### config.mk
export PLATFORM = sky130hd
export DESIGN_NAME = epoch_seconds_to_calendar_unit
export DESIGN_NICKNAME = d
export VERILOG_FILES = /design/src/hw/rtl/ecal_pkg.sv /design/src/hw/rtl/ecal_front.sv /design/src/hw/rtl/ecal_mid_queue.sv /design/src/hw/rtl/ecal_back.sv /design/src/hw/rtl/ecal_out_queue.sv /design/src/hw/rtl/epoch_seconds_to_calendar_unit.sv
export SDC_FILE = /design/constraint.sdc
export NUM_CORES = 2
export LEC_CHECK = 0
export ABC_AREA = 1
export BUFFER_PORTS_ARGS = -buffer_cell sky130_fd_sc_hd__buf_2
export CAP_MARGIN = 20
export CORE_UTILIZATION = 59
export CTS_BUF_LIST = sky130_fd_sc_hd__clkbuf_16
export DETAILED_ROUTE_END_ITERATION = 7
export MAX_ROUTING_LAYER = met4
export PLACE_DENSITY = 0.78
export SYNTH_ARGS = -nofsm -noshare
export SYNTH_HDL_FRONTEND = slang
export SYNTH_SLANG_ARGS = --single-unit
### constraint.sdc
create_clock -name clk -period 7.64 [get_ports clk]
set_clock_uncertainty 0.2 [all_clocks]
set_input_delay 0.764 -clock clk [delete_from_list [all_inputs] [get_ports clk]]
set_output_delay 0.764 -clock clk [all_outputs]
set_load 0.01 [all_outputs]
### src/hw/rtl/ecal_pkg.sv
// ----------------------------------------------------------------------------
// ecal_pkg
// Shared types, queue sizes and fixed-point reciprocals for the epoch-seconds
// to calendar converter.
// ----------------------------------------------------------------------------
`default_nettype none

package ecal_pkg;

  localparam int MID_DEPTH = 8;
  localparam int MID_AW    = $clog2(MID_DEPTH);
  localparam int MID_CW    = $clog2(MID_DEPTH + 1);
  localparam logic [MID_CW-1:0] MID_FULL = MID_CW'(MID_DEPTH);

  localparam int OUT_DEPTH = 16;
  localparam int OUT_AW    = $clog2(OUT_DEPTH);
  localparam int OUT_CW    = $clog2(OUT_DEPTH + 1);
  localparam logic [OUT_CW-1:0] OUT_FULL = OUT_CW'(OUT_DEPTH);

  // seconds / 128 is biased by 675 * 2^23 so the day quotient stays positive
  localparam logic [33:0] DAY_BIAS  = 34'(64'd675 << 23);
  localparam logic [24:0] DAY_RECIP = 25'((64'd1 << 34) / 64'd675);
  localparam logic [11:0] DAY_DIV   = 12'd675;

  // day bias plus shift to March plus 64 eras
  localparam logic [24:0] ZZ_BIAS = 25'(719468 + 64 * 146097 - 8388608);

  localparam logic [13:0] ERA_RECIP    = 14'((64'd1 << 31) / 64'd146097);
  localparam logic [23:0] DAYS_PER_ERA = 24'd146097;
  localparam logic [17:0] HOUR_RECIP   = 18'(((64'd1 << 29) + 64'd3599) / 64'd3600);
  localparam logic [12:0] MIN_RECIP    = 13'(((64'd1 << 18) + 64'd59) / 64'd60);
  localparam logic [18:0] QUAD_RECIP   = 19'(((64'd1 << 29) + 64'd1459) / 64'd1460);
  localparam logic [18:0] YEAR_RECIP   = 19'(((64'd1 << 27) + 64'd364) / 64'd365);
  localparam logic [11:0] MP_RECIP     = 12'(((64'd1 << 19) + 64'd152) / 64'd153);

  // 64 eras of 400 years plus 1900
  localparam logic [17:0] YEAR_OFFSET = 18'd27500;

  typedef struct packed {
    logic [23:0] zz;
    logic [16:0] sod;
  } ecal_split_t;

  typedef struct packed {
    logic [5:0]  second;
    logic [5:0]  minute;
    logic [4:0]  hour;
    logic [4:0]  day_of_month;
    logic [3:0]  month_index;
    logic [15:0] years_since_1900;
    logic [2:0]  weekday;
    logic [8:0]  day_of_year;
  } ecal_result_t;

  function automatic logic [8:0] month_start(input logic [3:0] mp);
    logic [8:0] r;
    unique case (mp)
      4'd0:    r = 9'd0;
      4'd1:    r = 9'd31;
      4'd2:    r = 9'd61;
      4'd3:    r = 9'd92;
      4'd4:    r = 9'd122;
      4'd5:    r = 9'd153;
      4'd6:    r = 9'd184;
      4'd7:    r = 9'd214;
      4'd8:    r = 9'd245;
      4'd9:    r = 9'd275;
      4'd10:   r = 9'd306;
      4'd11:   r = 9'd337;
      default: r = 9'd0;
    endcase
    return r;
  endfunction

endpackage

`default_nettype wire

### src/hw/rtl/ecal_front.sv
// ----------------------------------------------------------------------------
// ecal_front
// Input stage: splits epoch seconds into a biased day count and the second
// of the day, with credit flow control toward the middle queue.
// ----------------------------------------------------------------------------
`default_nettype none

module ecal_front (
  input  logic                      clk,
  input  logic                      rst_n,
  input  logic                      in_push,
  input  logic signed [39:0]        in_epoch_seconds,
  output logic                      in_full,
  input  logic                      mid_pop,
  output logic                      mid_push,
  output ecal_pkg::ecal_split_t     mid_data
);

  logic [ecal_pkg::MID_CW-1:0] occ_r, occ_nxt;
  logic        acc;
  logic [2:0]  vld_r;

  logic [33:0] u0_r, u1_r;
  logic [6:0]  r70_r, r71_r, r72_r;
  logic [24:0] qe1_r, qe2_r;
  logic [11:0] rem2_r;

  logic [48:0] p_day;
  logic [33:0] qmul;
  logic [33:0] diff;
  logic [1:0]  k;
  logic [11:0] r2w;
  logic [24:0] q_sum;

  assign acc     = in_push & ~in_full;
  assign in_full = (occ_r == ecal_pkg::MID_FULL);

  always_comb begin
    occ_nxt = occ_r;
    case ({acc, mid_pop})
      2'b10:   occ_nxt = occ_r + 1'b1;
      2'b01:   occ_nxt = occ_r - 1'b1;
      default: occ_nxt = occ_r;
    endcase
  end

  always_ff @(posedge clk) begin
    if (!rst_n) begin
      occ_r <= '0;
      vld_r <= '0;
    end else begin
      occ_r <= occ_nxt;
      vld_r <= {vld_r[1:0], acc};
    end
  end

  assign p_day = u0_r[33:10] * ecal_pkg::DAY_RECIP;
  assign qmul  = 34'(qe1_r) * 34'(ecal_pkg::DAY_DIV);
  assign diff  = u1_r - qmul;

  always_ff @(posedge clk) begin
    u0_r   <= {in_epoch_seconds[39], in_epoch_seconds[39:7]} + ecal_pkg::DAY_BIAS;
    r70_r  <= in_epoch_seconds[6:0];
    qe1_r  <= p_day[48:24];
    u1_r   <= u0_r;
    r71_r  <= r70_r;
    rem2_r <= diff[11:0];
    qe2_r  <= qe1_r;
    r72_r  <= r71_r;
  end

  always_comb begin
    if (rem2_r >= 12'd2025) begin
      k = 2'd3;
    end else if (rem2_r >= 12'd1350) begin
      k = 2'd2;
    end else if (rem2_r >= 12'd675) begin
      k = 2'd1;
    end else begin
      k = 2'd0;
    end
    r2w   = rem2_r - 12'(k) * ecal_pkg::DAY_DIV;
    q_sum = qe2_r + 25'(k) + ecal_pkg::ZZ_BIAS;
  end

  assign mid_push     = vld_r[2];
  assign mid_data.zz  = q_sum[23:0];
  assign mid_data.sod = {r2w[9:0], r72_r};

endmodule

`default_nettype wire

### src/hw/rtl/ecal_mid_queue.sv
// ----------------------------------------------------------------------------
// ecal_mid_queue
// Short queue of split day / second-of-day beats between front and back.
// ----------------------------------------------------------------------------
`default_nettype none

module ecal_mid_queue (
  input  logic                  clk,
  input  logic                  rst_n,
  input  logic                  push,
  input  ecal_pkg::ecal_split_t wdata,
  input  logic                  pop,
  output logic                  empty,
  output ecal_pkg::ecal_split_t rdata
);

  ecal_pkg::ecal_split_t mem_r [ecal_pkg::MID_DEPTH];
  logic [ecal_pkg::MID_AW-1:0] wr_ptr_r, rd_ptr_r;
  logic [ecal_pkg::MID_CW-1:0] cnt_r;

  assign empty = (cnt_r == '0);
  assign rdata = mem_r[rd_ptr_r];

  always_ff @(posedge clk) begin
    if (push) begin
      mem_r[wr_ptr_r] <= wdata;
    end
  end

  always_ff @(posedge clk) begin
    if (!rst_n) begin
      wr_ptr_r <= '0;
      rd_ptr_r <= '0;
      cnt_r    <= '0;
    end else begin
      if (push) begin
        wr_ptr_r <= wr_ptr_r + 1'b1;
      end
      if (pop) begin
        rd_ptr_r <= rd_ptr_r + 1'b1;
      end
      case ({push, pop})
        2'b10:   cnt_r <= cnt_r + 1'b1;
        2'b01:   cnt_r <= cnt_r - 1'b1;
        default: cnt_r <= cnt_r;
      endcase
    end
  end

endmodule

`default_nettype wire

### src/hw/rtl/ecal_back.sv
// ----------------------------------------------------------------------------
// ecal_back
// Eight-stage pipeline: era split, year of era, day of year, month and day,
// plus the hour / minute / second lane and the weekday.
// ----------------------------------------------------------------------------
`default_nettype none

module ecal_back (
  input  logic                   clk,
  input  logic                   rst_n,
  input  logic                   mid_empty,
  input  ecal_pkg::ecal_split_t  mid_data,
  output logic                   mid_pop,
  input  logic                   out_taken,
  output logic                   res_push,
  output ecal_pkg::ecal_result_t res_data
);

  logic [ecal_pkg::OUT_CW-1:0] occ_r, occ_nxt;
  logic [8:1] vld_r;
  logic       issue;

  // stage 1
  logic [23:0] b1_zz_r;
  logic [16:0] b1_sod_r;
  // stage 2
  logic [23:0] b2_zz_r;
  logic [16:0] b2_sod_r;
  logic [6:0]  b2_era_r;
  logic [4:0]  b2_hour_r;
  logic [2:0]  b2_wd_r;
  // stage 3
  logic [18:0] b3_doe_r;
  logic [11:0] b3_soh_r;
  logic [6:0]  b3_era_r;
  logic [4:0]  b3_hour_r;
  logic [2:0]  b3_wd_r;
  // stage 4
  logic [17:0] b4_doe_r;
  logic [11:0] b4_soh_r;
  logic [6:0]  b4_era_r;
  logic [4:0]  b4_hour_r;
  logic [5:0]  b4_min_r;
  logic [2:0]  b4_wd_r;
  // stage 5
  logic [17:0] b5_n_r;
  logic [17:0] b5_doe_r;
  logic [6:0]  b5_era_r;
  logic [4:0]  b5_hour_r;
  logic [5:0]  b5_min_r;
  logic [5:0]  b5_sec_r;
  logic [2:0]  b5_wd_r;
  // stage 6
  logic [8:0]  b6_yoe_r;
  logic [17:0] b6_doe_r;
  logic [6:0]  b6_era_r;
  logic [4:0]  b6_hour_r;
  logic [5:0]  b6_min_r;
  logic [5:0]  b6_sec_r;
  logic [2:0]  b6_wd_r;
  // stage 7
  logic [8:0]  b7_doy_r;
  logic        b7_leap_r;
  logic [8:0]  b7_yoe_r;
  logic [6:0]  b7_era_r;
  logic [4:0]  b7_hour_r;
  logic [5:0]  b7_min_r;
  logic [5:0]  b7_sec_r;
  logic [2:0]  b7_wd_r;
  // stage 8
  logic [3:0]  b8_mp_r;
  logic [8:0]  b8_doy_r;
  logic        b8_leap_r;
  logic [8:0]  b8_yoe_r;
  logic [6:0]  b8_era_r;
  logic [4:0]  b8_hour_r;
  logic [5:0]  b8_min_r;
  logic [5:0]  b8_sec_r;
  logic [2:0]  b8_wd_r;

  logic [37:0] p_era;
  logic [34:0] p_hour;
  logic [23:0] wd_x;
  logic [5:0]  wd_s1;
  logic [3:0]  wd_s2;
  logic [2:0]  wd_nxt;
  logic [23:0] doe_diff;
  logic [16:0] soh_diff;
  logic        era_corr;
  logic [18:0] doe_fix;
  logic [24:0] p_min;
  logic [36:0] p_quad;
  logic [2:0]  cent4;
  logic        last_day;
  logic [17:0] n_nxt;
  logic [11:0] sec_diff;
  logic [36:0] p_year;
  logic [1:0]  cent;
  logic [17:0] yr_base;
  logic [17:0] doy_diff;
  logic        leap_nxt;
  logic [10:0] mp_x;
  logic [22:0] p_mp;
  logic [8:0]  mstart;
  logic [8:0]  dom_w;
  logic        late;
  logic [17:0] yrs_w;

  assign issue   = ~mid_empty & (occ_r != ecal_pkg::OUT_FULL);
  assign mid_pop = issue;

  always_comb begin
    occ_nxt = occ_r;
    case ({issue, out_taken})
      2'b10:   occ_nxt = occ_r + 1'b1;
      2'b01:   occ_nxt = occ_r - 1'b1;
      default: occ_nxt = occ_r;
    endcase
  end

  always_ff @(posedge clk) begin
    if (!rst_n) begin
      occ_r <= '0;
      vld_r <= '0;
    end else begin
      occ_r <= occ_nxt;
      vld_r <= {vld_r[7:1], issue};
    end
  end

  // stage 1 -> 2
  always_comb begin
    p_era  = b1_zz_r * ecal_pkg::ERA_RECIP;
    p_hour = b1_sod_r * ecal_pkg::HOUR_RECIP;
    wd_x   = b1_zz_r + 24'd3;
    wd_s1  = '0;
    for (int i = 0; i < 8; i++) begin
      wd_s1 = wd_s1 + 6'(wd_x[3*i +: 3]);
    end
    wd_s2  = {1'b0, wd_s1[5:3]} + {1'b0, wd_s1[2:0]};
    wd_nxt = (wd_s2 >= 4'd7) ? 3'(wd_s2 - 4'd7) : wd_s2[2:0];
  end

  // stage 2 -> 3
  assign doe_diff = b2_zz_r - 24'(b2_era_r) * ecal_pkg::DAYS_PER_ERA;
  assign soh_diff = b2_sod_r - 17'(b2_hour_r) * 17'd3600;

  // stage 3 -> 4
  assign era_corr = (b3_doe_r >= 19'(ecal_pkg::DAYS_PER_ERA));
  assign doe_fix  = era_corr ? (b3_doe_r - 19'(ecal_pkg::DAYS_PER_ERA)) : b3_doe_r;
  assign p_min    = b3_soh_r * ecal_pkg::MIN_RECIP;

  // stage 4 -> 5
  always_comb begin
    p_quad   = b4_doe_r * ecal_pkg::QUAD_RECIP;
    cent4    = 3'(b4_doe_r >= 18'd36524) + 3'(b4_doe_r >= 18'd73048)
             + 3'(b4_doe_r >= 18'd109572) + 3'(b4_doe_r >= 18'd146096);
    last_day = (b4_doe_r == 18'd146096);
    n_nxt    = b4_doe_r - 18'(p_quad[36:29]) + 18'(cent4) - 18'(last_day);
    sec_diff = b4_soh_r - 12'(b4_min_r) * 12'd60;
  end

  // stage 5 -> 6
  assign p_year = b5_n_r * ecal_pkg::YEAR_RECIP;

  // stage 6 -> 7
  always_comb begin
    cent     = 2'(b6_yoe_r >= 9'd100) + 2'(b6_yoe_r >= 9'd200) + 2'(b6_yoe_r >= 9'd300);
    yr_base  = 18'(b6_yoe_r) * 18'd365 + 18'(b6_yoe_r[8:2]) - 18'(cent);
    doy_diff = b6_doe_r - yr_base;
    leap_nxt = (b6_yoe_r[1:0] == 2'b00) &&
               !((b6_yoe_r == 9'd100) || (b6_yoe_r == 9'd200) || (b6_yoe_r == 9'd300));
  end

  // stage 7 -> 8
  assign mp_x = 11'(b7_doy_r) * 11'd5 + 11'd2;
  assign p_mp = mp_x * ecal_pkg::MP_RECIP;

  always_ff @(posedge clk) begin
    b1_zz_r   <= mid_data.zz;
    b1_sod_r  <= mid_data.sod;

    b2_zz_r   <= b1_zz_r;
    b2_sod_r  <= b1_sod_r;
    b2_era_r  <= p_era[37:31];
    b2_hour_r <= p_hour[33:29];
    b2_wd_r   <= wd_nxt;

    b3_doe_r  <= doe_diff[18:0];
    b3_soh_r  <= soh_diff[11:0];
    b3_era_r  <= b2_era_r;
    b3_hour_r <= b2_hour_r;
    b3_wd_r   <= b2_wd_r;

    b4_doe_r  <= doe_fix[17:0];
    b4_soh_r  <= b3_soh_r;
    b4_era_r  <= b3_era_r + 7'(era_corr);
    b4_hour_r <= b3_hour_r;
    b4_min_r  <= p_min[23:18];
    b4_wd_r   <= b3_wd_r;

    b5_n_r    <= n_nxt;
    b5_doe_r  <= b4_doe_r;
    b5_era_r  <= b4_era_r;
    b5_hour_r <= b4_hour_r;
    b5_min_r  <= b4_min_r;
    b5_sec_r  <= sec_diff[5:0];
    b5_wd_r   <= b4_wd_r;

    b6_yoe_r  <= p_year[35:27];
    b6_doe_r  <= b5_doe_r;
    b6_era_r  <= b5_era_r;
    b6_hour_r <= b5_hour_r;
    b6_min_r  <= b5_min_r;
    b6_sec_r  <= b5_sec_r;
    b6_wd_r   <= b5_wd_r;

    b7_doy_r  <= doy_diff[8:0];
    b7_leap_r <= leap_nxt;
    b7_yoe_r  <= b6_yoe_r;
    b7_era_r  <= b6_era_r;
    b7_hour_r <= b6_hour_r;
    b7_min_r  <= b6_min_r;
    b7_sec_r  <= b6_sec_r;
    b7_wd_r   <= b6_wd_r;

    b8_mp_r   <= p_mp[22:19];
    b8_doy_r  <= b7_doy_r;
    b8_leap_r <= b7_leap_r;
    b8_yoe_r  <= b7_yoe_r;
    b8_era_r  <= b7_era_r;
    b8_hour_r <= b7_hour_r;
    b8_min_r  <= b7_min_r;
    b8_sec_r  <= b7_sec_r;
    b8_wd_r   <= b7_wd_r;
  end

  // final assembly
  always_comb begin
    mstart = ecal_pkg::month_start(b8_mp_r);
    dom_w  = b8_doy_r - mstart + 9'd1;
    late   = (b8_mp_r >= 4'd10);
    yrs_w  = 18'(b8_era_r) * 18'd400 + 18'(b8_yoe_r) + 18'(late) - ecal_pkg::YEAR_OFFSET;

    res_data.second           = b8_sec_r;
    res_data.minute           = b8_min_r;
    res_data.hour             = b8_hour_r;
    res_data.day_of_month     = dom_w[4:0];
    res_data.month_index      = late ? (b8_mp_r - 4'd10) : (b8_mp_r + 4'd2);
    res_data.years_since_1900 = yrs_w[15:0];
    res_data.weekday          = b8_wd_r;
    res_data.day_of_year      = late ? (b8_doy_r - 9'd306)
                                     : (b8_doy_r + 9'd59 + 9'(b8_leap_r));
  end

  assign res_push = vld_r[8];

endmodule

`default_nettype wire

### src/hw/rtl/ecal_out_queue.sv
// ----------------------------------------------------------------------------
// ecal_out_queue
// Result queue; the head entry drives the result ports.
// ----------------------------------------------------------------------------
`default_nettype none

module ecal_out_queue (
  input  logic                   clk,
  input  logic                   rst_n,
  input  logic                   push,
  input  ecal_pkg::ecal_result_t wdata,
  input  logic                   pop,
  output logic                   empty,
  output ecal_pkg::ecal_result_t rdata
);

  ecal_pkg::ecal_result_t mem_r [ecal_pkg::OUT_DEPTH];
  logic [ecal_pkg::OUT_AW-1:0] wr_ptr_r, rd_ptr_r;
  logic [ecal_pkg::OUT_CW-1:0] cnt_r;
  logic take;

  assign empty = (cnt_r == '0);
  assign rdata = mem_r[rd_ptr_r];
  assign take  = pop & ~empty;

  always_ff @(posedge clk) begin
    if (push) begin
      mem_r[wr_ptr_r] <= wdata;
    end
  end

  always_ff @(posedge clk) begin
    if (!rst_n) begin
      wr_ptr_r <= '0;
      rd_ptr_r <= '0;
      cnt_r    <= '0;
    end else begin
      if (push) begin
        wr_ptr_r <= wr_ptr_r + 1'b1;
      end
      if (take) begin
        rd_ptr_r <= rd_ptr_r + 1'b1;
      end
      case ({push, take})
        2'b10:   cnt_r <= cnt_r + 1'b1;
        2'b01:   cnt_r <= cnt_r - 1'b1;
        default: cnt_r <= cnt_r;
      endcase
    end
  end

endmodule

`default_nettype wire

### src/hw/rtl/epoch_seconds_to_calendar_unit.sv
// ----------------------------------------------------------------------------
// epoch_seconds_to_calendar_unit
// Signed epoch seconds in, broken-down UTC calendar time out.
//
// Input side is a queue port: a beat is taken on a clock edge with in_push
// high and in_full low. Result side is a queue port too: the oldest result
// sits on the out_ ports while out_empty is low and leaves on an edge with
// out_pop high.
// One beat per cycle sustained while out_pop keeps the result queue from
// filling. The front does the split by 86400, the back era, year, month
// and day through its multiplier stages.
// The front holds up to 8 beats in flight and queued; the back holds up to
// 16 beats in flight and in the result queue. When out_pop stays low the
// result queue fills, the back stops drawing, and in_full rises once the
// front runs out of credit; nothing is dropped.
// Synchronous reset empties both queues and the pipelines.
// ----------------------------------------------------------------------------
`default_nettype none

module epoch_seconds_to_calendar_unit (
  input  logic               clk,
  input  logic               rst_n,
  input  logic               in_push,
  input  logic signed [39:0] in_epoch_seconds,
  output logic               in_full,
  input  logic               out_pop,
  output logic               out_empty,
  output logic [5:0]         out_second,
  output logic [5:0]         out_minute,
  output logic [4:0]         out_hour,
  output logic [4:0]         out_day_of_month,
  output logic [3:0]         out_month_index,
  output logic signed [15:0] out_years_since_1900,
  output logic [2:0]         out_weekday,
  output logic [8:0]         out_day_of_year
);

  logic                   mid_push;
  logic                   mid_pop;
  logic                   mid_empty;
  ecal_pkg::ecal_split_t  mid_wdata;
  ecal_pkg::ecal_split_t  mid_rdata;
  logic                   res_push;
  ecal_pkg::ecal_result_t res_wdata;
  ecal_pkg::ecal_result_t res_rdata;
  logic                   out_taken;

  assign out_taken = out_pop & ~out_empty;

  ecal_front u_front (
    .clk              (clk),
    .rst_n            (rst_n),
    .in_push          (in_push),
    .in_epoch_seconds (in_epoch_seconds),
    .in_full          (in_full),
    .mid_pop          (mid_pop),
    .mid_push         (mid_push),
    .mid_data         (mid_wdata)
  );

  ecal_mid_queue u_mid (
    .clk   (clk),
    .rst_n (rst_n),
    .push  (mid_push),
    .wdata (mid_wdata),
    .pop   (mid_pop),
    .empty (mid_empty),
    .rdata (mid_rdata)
  );

  ecal_back u_back (
    .clk       (clk),
    .rst_n     (rst_n),
    .mid_empty (mid_empty),
    .mid_data  (mid_rdata),
    .mid_pop   (mid_pop),
    .out_taken (out_taken),
    .res_push  (res_push),
    .res_data  (res_wdata)
  );

  ecal_out_queue u_out (
    .clk   (clk),
    .rst_n (rst_n),
    .push  (res_push),
    .wdata (res_wdata),
    .pop   (out_pop),
    .empty (out_empty),
    .rdata (res_rdata)
  );

  assign out_second           = res_rdata.second;
  assign out_minute           = res_rdata.minute;
  assign out_hour             = res_rdata.hour;
  assign out_day_of_month     = res_rdata.day_of_month;
  assign out_month_index      = res_rdata.month_index;
  assign out_years_since_1900 = $signed(res_rdata.years_since_1900);
  assign out_weekday          = res_rdata.weekday;
  assign out_day_of_year      = res_rdata.day_of_year;

endmodule

`default_nettype wire
Word-level counts from Yosys, hierarchy flattened
Memory sizes are Yosys's and may differ from the RTL's. A register that Yosys moved wholly into a read port is not among the register bits. Cells that the tools add are included.

$lt $le $gt $ge: 13. Reductions and logical operators: 11. Multiply operators: 15. Muxes and demuxes: 17. Bitwise gates (word level): 6. $add $sub $neg: 54. Equality and inequality tests: 14.

Operator list (number): multiplier 24 x 24 -> 48 bit, second input constant (1); multiplier 24 x 14 -> 38 bit, second input constant (1); adder 6 x 3 -> 6 bit (6); >= comparator 18 x 17 -> 1 bit, second input constant (2); adder 34 x 33 -> 34 bit, second input constant (1); multiplier 17 x 18 -> 34 bit, second input constant (1); multiplier 18 x 16 -> 34 bit, second input constant (1); multiplier 18 x 16 -> 33 bit, second input constant (1); multiplier 25 x 10 -> 12 bit, second input constant (1); adder 24 x 2 -> 24 bit (1); adder 24 x 2 -> 24 bit, second input constant (1); adder 24 x 21 -> 24 bit, second input constant (1); >= comparator 12 x 11 -> 1 bit, second input constant (2); subtractor 12 bit (2); multiplier 11 x 12 -> 23 bit, second input constant (1); multiplier 12 x 12 -> 23 bit, second input constant (1); one-hot mux 5 bit (2 select lines) (2); >= comparator 19 x 18 -> 1 bit, second input constant (1); multiplier 7 x 18 -> 19 bit, second input constant (1); subtractor 19 bit (1); adder 18 x 3 -> 18 bit (1); equality test 18 bit, second input constant (1); >= comparator 18 x 16 -> 1 bit, second input constant (1); >= comparator 18 bit, second input constant (1); 64 further kinds (97).

Flip-flop bits (word level): 503. Bits in read-only memories: 144. Memories kept: 3. Memory bits (writable): 1192.

Memory list: u_out.mem_r (depth 16, bits a word 54, rd ports 1, clocked after Yosys merged registers in 1, write ports 1, RTL line ecal_out_queue.sv:17) `ecal_pkg::ecal_result_t mem_r [ecal_pkg::OUT_DEPTH];`; u_mid.mem_r (depth 8, bits a word 41, rd ports 1, clocked after Yosys merged registers in 1, write ports 1, RTL line ecal_mid_queue.sv:17) `ecal_pkg::ecal_split_t mem_r [ecal_pkg::MID_DEPTH];`; (name not given) (depth 16, bits a word 9, rd ports 1, clocked after Yosys merged registers in 1, write ports 0, RTL line ecal_pkg.sv:57) `unique case (mp)`.

Depth between registers and ports, before layout
Word-level depth: 11. Gate-level depth with buffers: 36. Depth with buffers taken out: 35.

By module
Synthesis repeated with hierarchy kept, for this count alone.

Cell total of the unflattened synthesis: 10523. Area, all modules: 109741.5 um^2.

Modules (own cells, without submodules): ecal_back (cells each 4919, times used 1, area each 44979.4 um^2); ecal_out_queue (cells each 2854, times used 1, area each 36033.3 um^2); ecal_front (cells each 1741, times used 1, area each 15349.7 um^2); ecal_mid_queue (cells each 1007, times used 1, area each 13369.1 um^2); epoch_seconds_to_calendar_unit (cells each 2, times used 1, area each 10.0 um^2).

Least setup slack after synthesis
OpenSTA, ideal clock, no wires.

Path kind: reg2reg. From: register u_back.b4_doe_r[13]. To: register u_back.b5_n_r[16]. Data required time: 7.328 ns. Path buffers: 0. Clock period less this slack: 7.302 ns. Stages on the path, launching flop included: 32. Slack: 0.338 ns. Data arrival time: 6.990 ns. Path through: dfxtp_1 -> inv_1 -> fa_1 -> inv_1 -> ha_1 -> inv_1 -> fa_1 -> inv_1 -> fa_1 -> fa_1 -> inv_1 -> fa_1 -> inv_1 -> ha_1 -> nand2_1 -> nor2_1 -> nand2_1 -> nor4_1 -> nand2_1 -> o211ai_1 -> xor2_1 -> fa_1 -> fa_1 -> inv_1 -> nand2_1 -> fa_1 -> inv_1 -> a21oi_1 -> o21ai_0 -> nand3_1 -> nand3_1 -> nand2_1.

Word-level cells in the longest chain between the ends: 6. Elaborated cells on any way between the ends: 12. Classes of those cells: add/sub (6); mul (1); order compare (4); eq/ne (1).

Ends and longest elaborated chain: start, declared (RTL line ecal_back.sv:39) `logic [17:0] b4_doe_r;`; start signal, assigned (RTL line ecal_back.sv:195) `b4_doe_r <= doe_fix[17:0];`; branches (longest 5 deep; another with multiplier 18 x 16 -> 34 bit); subtractor 18 x 1 -> 18 bit * (RTL line ecal_back.sv:159) `n_nxt = b4_doe_r - 18'(p_quad[36:29]) + 18'(cent4) - 18'(last_day);`; net u_back.n_nxt[16] (RTL line ecal_back.sv:95) `logic [17:0] n_nxt;`; end signal, assigned (RTL line ecal_back.sv:202) `b5_n_r <= n_nxt;`; end, declared (RTL line ecal_back.sv:46) `logic [17:0] b5_n_r;`.

Mark *: on every way through the listed nets, which the timed path passes. A chain may end at the register's enable or synchronous reset.

Final worst setup path
From: register u_back.b4_doe_r[4]. To: register u_back.b5_n_r[13].

Same word-level chain as after synthesis.

==> flow_metrics.py <==
metrics = {
    "grt": {
        "grt_max_degree": 173,
        "grt_usage": 0.291,
        "grt_pass1_vias": 76100,
        "grt_overflow": 0,
        "grt_pass1_wl_microns": 410000,
        "antenna_found_initial": 3,
    },
    "sta": {
        "fin_crit_sh": 0.961,
        "setup_viol": 0,
        "worst_pin_slew_ps": 1210,
        "relSlewSlack": 0.195,
        "fmax_ghz": 0.136,
        "drv_slew": 0,
        "finalCriticalPeriod_ps": 7340,
        "layout_setup_ws_ps": 299,
        "hold_viol_final": 0,
    },
    "die": {
        "start_util": 0.595,
        "die_w_microns": 432,
        "core_sq_um": 183000,
        "ios": 100,
        "die_h_microns": 432,
        "rows": 157,
        "dieArea_sq_um": 187000,
    },
    "clock_tree": {
        "cts_setup_buffers": 0,
        "clock_latency_ps": 840,
        "cts.sinks": 1744,
        "cts.path.max_buffers": 3,
        "cts_buffers": 172,
        "clockRootBuffer": "clkbuf_16",
        "clkTransAtPathRegs_ps": 60,
        "cts-htree-levels": 4,
        "cts_tree": "yes",
    },
    "logic_synthesis": {
        "syn_nets": 12400,
        "synthCells": 10200,
        "syn_area_sq_um": 109000,
        "seq_area_frac_synth": 0.429,
        "synth-edff-count": 1192,
        "synth.distinct_cells": 58,
        "async_reset_ff_frac": 0,
        "ys_ff_latch": 1744,
        "ys.flop_type": "edfxtp_1",
        "yosysWarnings": 0,
        "syn_avg_cell_area_sq_um": 10.7,
    },
    "placed_design": {
        "globalplace.congestion": 0.942,
        "port_buffers": 99,
        "dp_hpwl_microns": 181000,
        "preCtsSetupSlack_ps": 163,
    },
    "drt": {
        "ant_nets": 0,
        "firstDrtPassIters": 6,
        "drt-met1-wl_microns": 103000,
        "wl_met2_microns": 132000,
        "vias_per_cell": 5.62,
        "routedWlPerCell_microns": 19.8,
        "drtIter0Drc": 5505,
        "top_layer_used": "met4",
        "routed_wl_microns": 259000,
        "wl_met3_microns": 14700,
        "drc": 0,
        "vias": 73400,
    },
    "cells_and_area": {
        "area_delta_synth_final_pct": 9.11,
        "multi_input_area_sq_um": 54300,
        "utilization": 0.649,
        "nets": 12600,
        "nFillCells": 13900,
        "seqCellArea_sq_um": 46900,
        "drive_gt1_frac": 0.0547,
    },
    "worst_setup_path": {
        "cpMostUsedCell": "inv_1",
        "critPathLaunch": "u_back.b4_doe_r[4]$_DFF_P_",
        "worst-setup-path-type": "register to register",
        "cp_data_required_time_ps": 8150,
        "crit_path_max_incr_delay_ps": 560,
        "crit_fanout": 3,
        "cp-endpoint": "u_back.b5_n_r[13]$_DFF_P_",
        "cp.arrival_ps": 7850,
        "regToRegSetupSlack_ps": 300,
        "cp-start-kind": "register",
        "endpoint_kind": "register",
        "r2r_end": "u_back.b5_n_r[13]$_DFF_P_",
        "r2r_cells": 31,
        "slowest_stage": "fa_1",
        "reg2reg_from": "u_back.b4_doe_r[4]$_DFF_P_",
    },
    "flow_run": {
        "cap_violations": 0,
    },
    "run_status": {
        "status": "complete, no violations",
    },
    "hold_path": {
        "min_path_cells": 0,
        "hold_path.class": "register to register",
    },
}
cells by family (layout without fill, tap and decap cells):
| family | Yosys count | in the layout | synth area share |
|---|---|---|---|
| simple gates | 2204 | 2204 | 0.0833 |
| buf+inv | 2100 | 2471 | 0.0750 |
| fa+ha+maj | 2085 | 2085 | 0.288 |
| flops | 1744 | 1744 | 0.429 |
| compound gates | 1632 | 1632 | 0.0842 |
| xor+xnor | 252 | 252 | 0.0203 |
| mux | 217 | 217 | 0.0199 |
| other cells | 0 | 3 | 0 |
layer usage:
metal / global-route usage / vias up
met5: - / -
met4: 0.0988 / 0
met3: 0.0323 / 533
met2: 0.507 / 2449
met1: 0.349 / 35800
li1: - / 34600
layout by cell type, fill, tap and decap left out, types with 8 or more instances in the layout:
cell type         n
nor2_4           25
clkinvlp_4       16
inv_6             9
bufinv_16        13
nand3b_1         12
clkinv_2         27
a31oi_1          66
dlygate4sd3_1    39
xnor2_1         115
clkinv_16        13
clkbuf_16       173
o21ai_0         605
o21a_1           17
mux2i_1         216
nand3_1         289
inv_1          1896
nand2_1        1037
nor3_1           53
o211ai_1        223
o21bai_1         37
nor4_1           26
ha_1           1368
buf_4           130
fa_1            716
clkinv_1         29
inv_2             9
a21o_1           35
nor2_1          667
buf_2            99
o22ai_1          43
dfxtp_1         544
a211oi_1          8
a21oi_1         553
xor2_1          136
o21ai_1          16
edfxtp_1       1192
nand4_1          61
cell usage after synthesis (all sizes together), types with 66 or more instances:
library cell | count | area share
inv | 1872 | 0.064
buf | 113 | 0.0067
dfxtp | 552 | 0.10
o211ai | 223 | 0.015
edfxtp | 1192 | 0.33
nand3 | 294 | 0.014
mux2i | 216 | 0.020
nor2 | 696 | 0.024
xnor2 | 115 | 0.0092
nand2 | 1046 | 0.036
xor2 | 137 | 0.011
a31oi | 66 | 0.0038
clkbuf | 115 | 0.0040
a21oi | 556 | 0.026
fa | 717 | 0.13
ha | 1368 | 0.16
o21ai | 627 | 0.029
worst min-delay path by stage:
stage,startpoint,endpoint,slack (ps)
finish,u_back.b5_hour_r[2]$_DFF_P_,u_back.b6_hour_r[2]$_DFF_P_,80
global route,in_epoch_seconds[36],u_front.u0_r[29]$_DFF_P_,70
CTS,in_epoch_seconds[36],u_front.u0_r[29]$_DFF_P_,20
detailed placement,u_back.b3_hour_r[1]$_DFF_P_,u_back.b4_hour_r[1]$_DFF_P_,110
global placement,u_back.b5_doe_r[6]$_DFF_P_,u_back.b6_doe_r[6]$_DFF_P_,110
floorplan,u_back.b2_sod_r[0]$_DFF_P_,u_back.b3_soh_r[0]$_DFF_P_,110
through the flow:
step | setup TNS [ps] | cell area (sq um) | hold WS (ps) | std cells
final | 0 | 119000 | 78.0 | 13100
after CTS | 0 | 119000 | 19.9 | 13100
after floorplan | 0 | 109000 | 110 | 10200
after global routing | -13.4 | 119000 | 71.4 | 13100
after detailed placement | 0 | 113000 | 112 | 12700
after global placement | 0 | 113000 | 110 | 12700
cell type report:
| class | instances | share of cell area |
|---|---|---|
| well taps | 2464 | 0.0259 |
| flip-flops and latches | 1744 | 0.393 |
| multi-input cells | 6390 | 0.456 |
| repair buffers | 276 | 0.0168 |
| clock inverters | 150 | 0.0121 |
| inverters | 1872 | 0.0591 |
| diodes | 3 | 0.0000630 |
| clock buffers | 173 | 0.0363 |
registers in the layout, indices dropped and copies added (netlist names), 12 cells and up, named ones only:
signal           cells
u_out.mem_r        864
u_mid.mem_r        328
u_front.u0_r        34
u_back.b1_zz_r      24
u_front.qe1_r       24
u_front.qe2_r       24
u_back.b2_zz_r      19
u_back.b3_doe_r     19
u_back.b4_doe_r     18
u_back.b5_n_r       18
u_back.b1_sod_r     17
u_back.b2_sod_r     12
u_back.b3_soh_r     12
u_front.rem2_r      12
u_front.u1_r        12
worst max-delay path: cells and delay by family (launching register included):
family	cells	cell delay, ps
DFF	1	350
and+or+nand+nor	6	630
AOI/OAI and AO/OA	4	660
adders and majority gates	10	4410
xor gates and xnor gates	2	310
buffers and inverters	9	650
timing repair:
item	CTS	global route
resized for setup	0	10
hold buffers	39	0
endpoints found under the hold margin	39	0
setup endpoints to repair	0	6
Power is not shown: default switching activity piles up to over one toggle a cycle in this logic, so the estimate is an artifact.
